`config.mk`:
```
export PLATFORM = sky130hd
export DESIGN_NAME = ictf_cordic_chain
export DESIGN_NICKNAME = d
export VERILOG_FILES = /design/src/rtl/ictf_pkg.sv /design/src/rtl/ictf_cordic_cell.sv /design/src/rtl/ictf_cordic_chain.sv
export SDC_FILE = /design/constraint.sdc
export NUM_CORES = 2
export LEC_CHECK = 0
export BUFFER_PORTS_ARGS = -buffer_cell sky130_fd_sc_hd__clkbuf_2
export CORE_ASPECT_RATIO = 0.6
export CORE_MARGIN = 2
export CORE_UTILIZATION = 58
export DETAILED_ROUTE_END_ITERATION = 10
export GPL_ROUTABILITY_DRIVEN = 0
export PLACE_DENSITY = 0.74
export SLEW_MARGIN = 10
export SYNTH_ARGS = -nofsm -noshare
export SYNTH_HDL_FRONTEND = slang
export SYNTH_SLANG_ARGS = --single-unit
```
`constraint.sdc`:
```
create_clock -name clk -period 8.27 [get_ports clk]
set_clock_uncertainty 0.15 [all_clocks]
set_input_delay 1.654 -clock clk [delete_from_list [all_inputs] [get_ports clk]]
set_output_delay 1.654 -clock clk [all_outputs]
set_load 0.01 [all_outputs]
```
`src/rtl/ictf_pkg.sv`:
```
`timescale 1ns / 1ps
`default_nettype none

package ictf_pkg;

  // datapath width of the cordic x/y lanes: 17-bit operand, 2^14 scale, gain growth, sign
  localparam int XW = 34;

  // configuration register indexes
  localparam logic [3:0] CFG_GYRO_GAIN      = 4'd0;
  localparam logic [3:0] CFG_BLEND_WEIGHT   = 4'd1;
  localparam logic [3:0] CFG_MAGNITUDE_LOW  = 4'd2;
  localparam logic [3:0] CFG_MAGNITUDE_HIGH = 4'd3;

  // which angle an item in the cordic chain belongs to
  localparam logic TAG_PITCH = 1'b0;
  localparam logic TAG_ROLL  = 1'b1;

  typedef struct packed {
    logic vld;
    logic tag;
  } ictf_ctl_t;

  // atan(2^-i) in degrees, 24 fraction bits; steps past 23 reuse the last entry
  function automatic longint atan_q24(input int i);
    unique case (i)
      0:       return 64'sd754974720;
      1:       return 64'sd445687602;
      2:       return 64'sd235489088;
      3:       return 64'sd119537938;
      4:       return 64'sd60000934;
      5:       return 64'sd30029717;
      6:       return 64'sd15018523;
      7:       return 64'sd7509720;
      8:       return 64'sd3754917;
      9:       return 64'sd1877466;
      10:      return 64'sd938734;
      11:      return 64'sd469367;
      12:      return 64'sd234684;
      13:      return 64'sd117342;
      14:      return 64'sd58671;
      15:      return 64'sd29335;
      16:      return 64'sd14668;
      17:      return 64'sd7334;
      18:      return 64'sd3667;
      19:      return 64'sd1833;
      20:      return 64'sd917;
      21:      return 64'sd458;
      22:      return 64'sd229;
      default: return 64'sd115;
    endcase
  endfunction

  // table entry rounded half up to the angle fraction width
  function automatic longint atan_entry(input int i, input int frac);
    longint t;
    int     sh;
    t  = atan_q24(i);
    sh = 24 - frac;
    if (sh == 0) return t;
    return (t + (longint'(1) << (sh - 1))) >>> sh;
  endfunction

endpackage

`default_nettype wire

```
`src/rtl/ictf_cordic_cell.sv`:
```
`timescale 1ns / 1ps
`default_nettype none

module ictf_cordic_cell import ictf_pkg::*; #(
  parameter int STEP            = 0,
  parameter int ANGLE_FRAC_BITS = 16,
  parameter int ZW              = 26
) (
  input  wire                        clk,
  input  wire                        rst_n,
  input  wire ictf_ctl_t             ctl_i,
  input  wire logic signed [XW-1:0]  x_i,
  input  wire logic signed [XW-1:0]  y_i,
  input  wire logic signed [ZW-1:0]  z_i,
  output ictf_ctl_t                  ctl_o,
  output logic signed [XW-1:0]       x_o,
  output logic signed [XW-1:0]       y_o,
  output logic signed [ZW-1:0]       z_o
);

  localparam logic signed [ZW-1:0] TAB = ZW'(atan_entry(STEP, ANGLE_FRAC_BITS));

  ictf_ctl_t                ctl_r;
  logic signed [XW-1:0]     x_r, y_r, x_nxt, y_nxt;
  logic signed [ZW-1:0]     z_r, z_nxt;
  logic signed [XW-1:0]     dx, dy;
  logic                     rot_pos;

  assign dx      = y_i >>> STEP;
  assign dy      = x_i >>> STEP;
  assign rot_pos = !y_i[XW-1] && (y_i != '0);

  always_comb begin
    if (rot_pos) begin
      x_nxt = x_i + dx;
      y_nxt = y_i - dy;
      z_nxt = z_i + TAB;
    end else begin
      x_nxt = x_i - dx;
      y_nxt = y_i + dy;
      z_nxt = z_i - TAB;
    end
  end

  always_ff @(posedge clk) begin
    if (!rst_n) begin
      ctl_r <= '0;
    end else begin
      ctl_r <= ctl_i;
    end
  end

  always_ff @(posedge clk) begin
    x_r <= x_nxt;
    y_r <= y_nxt;
    z_r <= z_nxt;
  end

  assign ctl_o = ctl_r;
  assign x_o   = x_r;
  assign y_o   = y_r;
  assign z_o   = z_r;

endmodule

`default_nettype wire

```
`src/rtl/ictf_cordic_chain.sv`:
```
`timescale 1ns / 1ps
`default_nettype none

module ictf_cordic_chain import ictf_pkg::*; #(
  parameter int CORDIC_STEPS    = 16,
  parameter int ANGLE_FRAC_BITS = 16,
  parameter int ZW              = 26
) (
  input  wire                        clk,
  input  wire                        rst_n,
  input  wire ictf_ctl_t             ctl_i,
  input  wire logic signed [15:0]    y_i,
  input  wire logic signed [15:0]    x_i,
  output ictf_ctl_t                  ctl_o,
  output logic signed [ZW-1:0]       z_o
);

  localparam logic signed [ZW-1:0] Z180 = ZW'(longint'(180) << ANGLE_FRAC_BITS);

  // entry stage: fold left half plane, scale by 2^14
  ictf_ctl_t             ctl_s [0:CORDIC_STEPS];
  logic signed [XW-1:0]  x_s   [0:CORDIC_STEPS];
  logic signed [XW-1:0]  y_s   [0:CORDIC_STEPS];
  logic signed [ZW-1:0]  z_s   [0:CORDIC_STEPS];

  ictf_ctl_t             ctl0_r;
  logic signed [XW-1:0]  x0_r, y0_r, x0_nxt, y0_nxt;
  logic signed [ZW-1:0]  z0_r, z0_nxt;
  logic signed [16:0]    xe, ye;

  always_comb begin
    if (x_i[15]) begin
      xe     = -{x_i[15], x_i};
      ye     = -{y_i[15], y_i};
      z0_nxt = y_i[15] ? -Z180 : Z180;
    end else begin
      xe     = {x_i[15], x_i};
      ye     = {y_i[15], y_i};
      z0_nxt = '0;
    end
    x0_nxt = {{(XW-31){xe[16]}}, xe, 14'b0};
    y0_nxt = {{(XW-31){ye[16]}}, ye, 14'b0};
  end

  always_ff @(posedge clk) begin
    if (!rst_n) begin
      ctl0_r <= '0;
    end else begin
      ctl0_r <= ctl_i;
    end
  end

  always_ff @(posedge clk) begin
    x0_r <= x0_nxt;
    y0_r <= y0_nxt;
    z0_r <= z0_nxt;
  end

  assign ctl_s[0] = ctl0_r;
  assign x_s[0]   = x0_r;
  assign y_s[0]   = y0_r;
  assign z_s[0]   = z0_r;

  for (genvar g = 0; g < CORDIC_STEPS; g++) begin : g_cell
    ictf_cordic_cell #(
      .STEP            (g),
      .ANGLE_FRAC_BITS (ANGLE_FRAC_BITS),
      .ZW              (ZW)
    ) u_cell (
      .clk   (clk),
      .rst_n (rst_n),
      .ctl_i (ctl_s[g]),
      .x_i   (x_s[g]),
      .y_i   (y_s[g]),
      .z_i   (z_s[g]),
      .ctl_o (ctl_s[g+1]),
      .x_o   (x_s[g+1]),
      .y_o   (y_s[g+1]),
      .z_o   (z_s[g+1])
    );
  end

  assign ctl_o = ctl_s[CORDIC_STEPS];
  assign z_o   = z_s[CORDIC_STEPS];

endmodule

`default_nettype wire

```
==> flow_summary_export.csv <==
group,metric,value,unit
outcome,status,"complete, but fails checks",
outcome,violations,"max-capacitance violations, max-slew violations",
route,wire_per_inst,21.5,um
floorplan,ios,64,
layout,multi_input_area,66000,um^2
timing,tightestPinTransition,1.49,ns
timing,hold_slack,0.177,ns
logic_synthesis,synth_area,94400,um^2
timing,period_needed,7.82,ns
floorplan,coreArea,161000,um^2
floorplan,initial_core_util,58.5,%
floorplan,die_x,525,um
logic_synthesis,ys_top_cells_by_count,"dfxtp_1 (1304), ha_1 (1213), xnor2_1 (1094), a21oi_1 (997), nor2_1 (804)",
route,firstDrtPassIters,8,
timing,tns,0,ns
placed_design,dpl.hpwl,234,mm
layout,fin_nets,12500,
timing,finalSetupViolCount,0,
logic_synthesis,synthArstFlopShare,0,%
layout,register_area,26100,um^2
route,dr_total_vias,84800,
logic_synthesis,yosysMostFrequentCell,"dfxtp_1",
clock_tree,clock_path_buffers,3,
logic_synthesis,syn_inst,11100,
timing,hold_viol_final,0,
clock_tree,post_cts_buffers,0,
logic_synthesis,yosysSeqAreaShare,27.6,%
grt,antenna_found_initial,11,
layout,fillers,13400,
setup_path,critPathArrivalTime,8.36,ns
floorplan,die_h,317,um
logic_synthesis,yosysWarnings,0,
setup_path,cp_max_fo,27,
setup_path,cpLargestDelayFamily,"simple AND/OR/NAND/NOR gates",
layout,syn2layout_area_growth,8.06,%
route,ant_nets,0,
placed_design,dp_worst_setup_slack,0.621,ns
setup_path,crit_buf_inv,2,
timing,min_period_over_period,94.6,%
setup_path,cpMaxStageDelayCell,"nor4b_1",
clock_tree,tritoncts,"built",
logic_synthesis,synth_area_leaders,"dfxtp_1 (28%), ha_1 (16%), xnor2_1 (10%), a21oi_1 (5.3%), xor2_1 (4.8%)",
route,viasPerCell,6.31,
grt,grt_pass1_wl,446,mm
job,cap_violations,1,
logic_synthesis,synth.avg_cell_area,8.54,um^2
logic_synthesis,ys_seq_elements,1304,
logic_synthesis,synth_flop_cell,"dfxtp_1",
floorplan,die_area,166000,um^2
clock_tree,cts_buffers,131,
grt,first_global_vias,78000,
grt,grt_usage,33.7,%
clock_tree,cts.htree.levels,4,
grt,grt_max_degree,62,
logic_synthesis,synth_edf_count,0,
timing,grt_setup_unrepaired,"no",
layout,final_layout_size_suffix_gt1_share,4.05,%
placed_design,io_buffers,62,
logic_synthesis,synth_top_area_cell,"dfxtp_1",
timing,slew_violations,1,
setup_path,slowest_delay,0.73,ns
clock_tree,numClockSinks,1304,
clock_tree,cts.clk_slew.worst_paths,0.07,ns
setup_path,start_kind,"flop",
worst_hold_path,hp-class,"reg -> reg",
setup_path,crit_type,"reg -> reg",
route,drc,0,
clock_tree,clk_latency,0.81,ns
floorplan,rows,114,
clock_tree,clock-root-buffer,"clkbuf_16",
grt,gr-total-overflow,0,
setup_path,cp_cell_sequence,"or3_1 > nor4_1 > nand3_1 > or4_1 > or3_1 > nor3_1 > or2_2 > inv_1 > buf_4 > a21oi_1 > xnor2_1 > ha_1 > nand4_1 > nor4b_1 > nor2_1 > nand4_1 > a31oi_1 > o2111a_1 > o21bai_1 > a21oi_1 > xor2_1",
route,drt-initial-drc-count,11300,
timing,fmax,128,MHz
timing,setup_slack,0.447,ns
logic_synthesis,synth_top_area_share,27.6,%
route,wirelength,289,mm
setup_path,cp-end-kind,"flop",
timing,slew_headroom,-0.385,%
logic_synthesis,synth.distinct_cells,93,
setup_path,critPathRequiredTime,8.80,ns
-- path summary, 6_finish.rpt --
kind | from | endpoint | slack [ns] | depth (start not counted)
hold reg to reg | g_cell[4].u_cell.z_o[1] | g_cell[5].u_cell.z_o[1] | 0.18 | 0
setup / recovery | g_cell[8].u_cell.y_o[13] | g_cell[9].u_cell.y_o[33] | 0.45 | 21
setup reg to reg | g_cell[8].u_cell.y_o[13] | g_cell[9].u_cell.y_o[33] | 0.45 | 21
hold / removal | g_cell[4].u_cell.z_o[1] | g_cell[5].u_cell.z_o[1] | 0.18 | 0
-- cells in the final DEF (no fill, tap or decap), types with 168 or more instances in the layout --
| cell type | count |
|---|---|
| ha_1 | 1213 |
| nand3_1 | 211 |
| nand2b_1 | 198 |
| a21oi_1 | 997 |
| nor2_1 | 804 |
| o21a_1 | 168 |
| xor2_1 | 518 |
| dfxtp_1 | 1304 |
| xnor2_1 | 1094 |
| nand2_1 | 592 |
| o31ai_1 | 188 |
| nor3_1 | 300 |
| inv_1 | 513 |
| o21ai_0 | 582 |
| a21o_1 | 455 |
-- sequential cells by signal (all words and copies together) (netlist names) --
| signal | count |
|---|---|
| g_cell.u_cell.y_o | 454 |
| g_cell.u_cell.x_o | 409 |
| g_cell.u_cell.z_o | 370 |
| g_cell.u_cell.ctl_o | 32 |
| x0_r | 17 |
| y0_r | 17 |
| z0_r | 3 |
| ctl0_r | 2 |
-- metal layers --
layer / track usage (%) / wire length [um]
met5: 0 / 0
met4: 5.56 / 3970
met3: 14.2 / 47700
met2: 41.7 / 98700
met1: 52.7 / 138000
-- per-stage QoR --
stage                     instances  utilization (%)  area [um^2]
after floorplan               11100                -        94600
after global placement        13200             60.4        97400
after detailed placement      13200             60.4        97400
after CTS                     13400             63.2       102000
after global routing          13400             63.3       102000
final                         13400             63.3       102000
-- cell families (layout without fill, tap and decap cells) --
family | after synthesis | in the layout | share of synthesized area (%)
multiplexers | 54 | 54 | 0.584
flip-flops | 1304 | 1304 | 27.6
XOR/XNOR | 1612 | 1612 | 14.9
adder cells (fa/ha/maj) | 1249 | 1249 | 16.8
buffers and inverters | 677 | 867 | 2.70
AND/OR/NAND/NOR | 2971 | 2971 | 15.6
AO/OA/AOI/OAI | 3185 | 3185 | 21.7
other | 1 | 47 | 0.00397
-- final cells by class --
type                       instances  share of cell area, %
tap                             2146                   2.63
timing repair buffer             110                  0.657
clock inverter                    68                  0.908
sequential                      1304                   25.6
multi-input combinational       9116                   64.7
clock buffer                     168                   3.63
antenna                            2                0.00490
inverter                         521                   1.92
-- timing repair --
action,CTS,global route
gates resized for setup,0,1
hold endpoints to repair,0,0
hold buffers,0,0
endpoints found under the setup margin,0,1
Power is left out: the tool's default activity adds up to more than one toggle a clock period on the data nets, which glitch-free logic cannot reach.
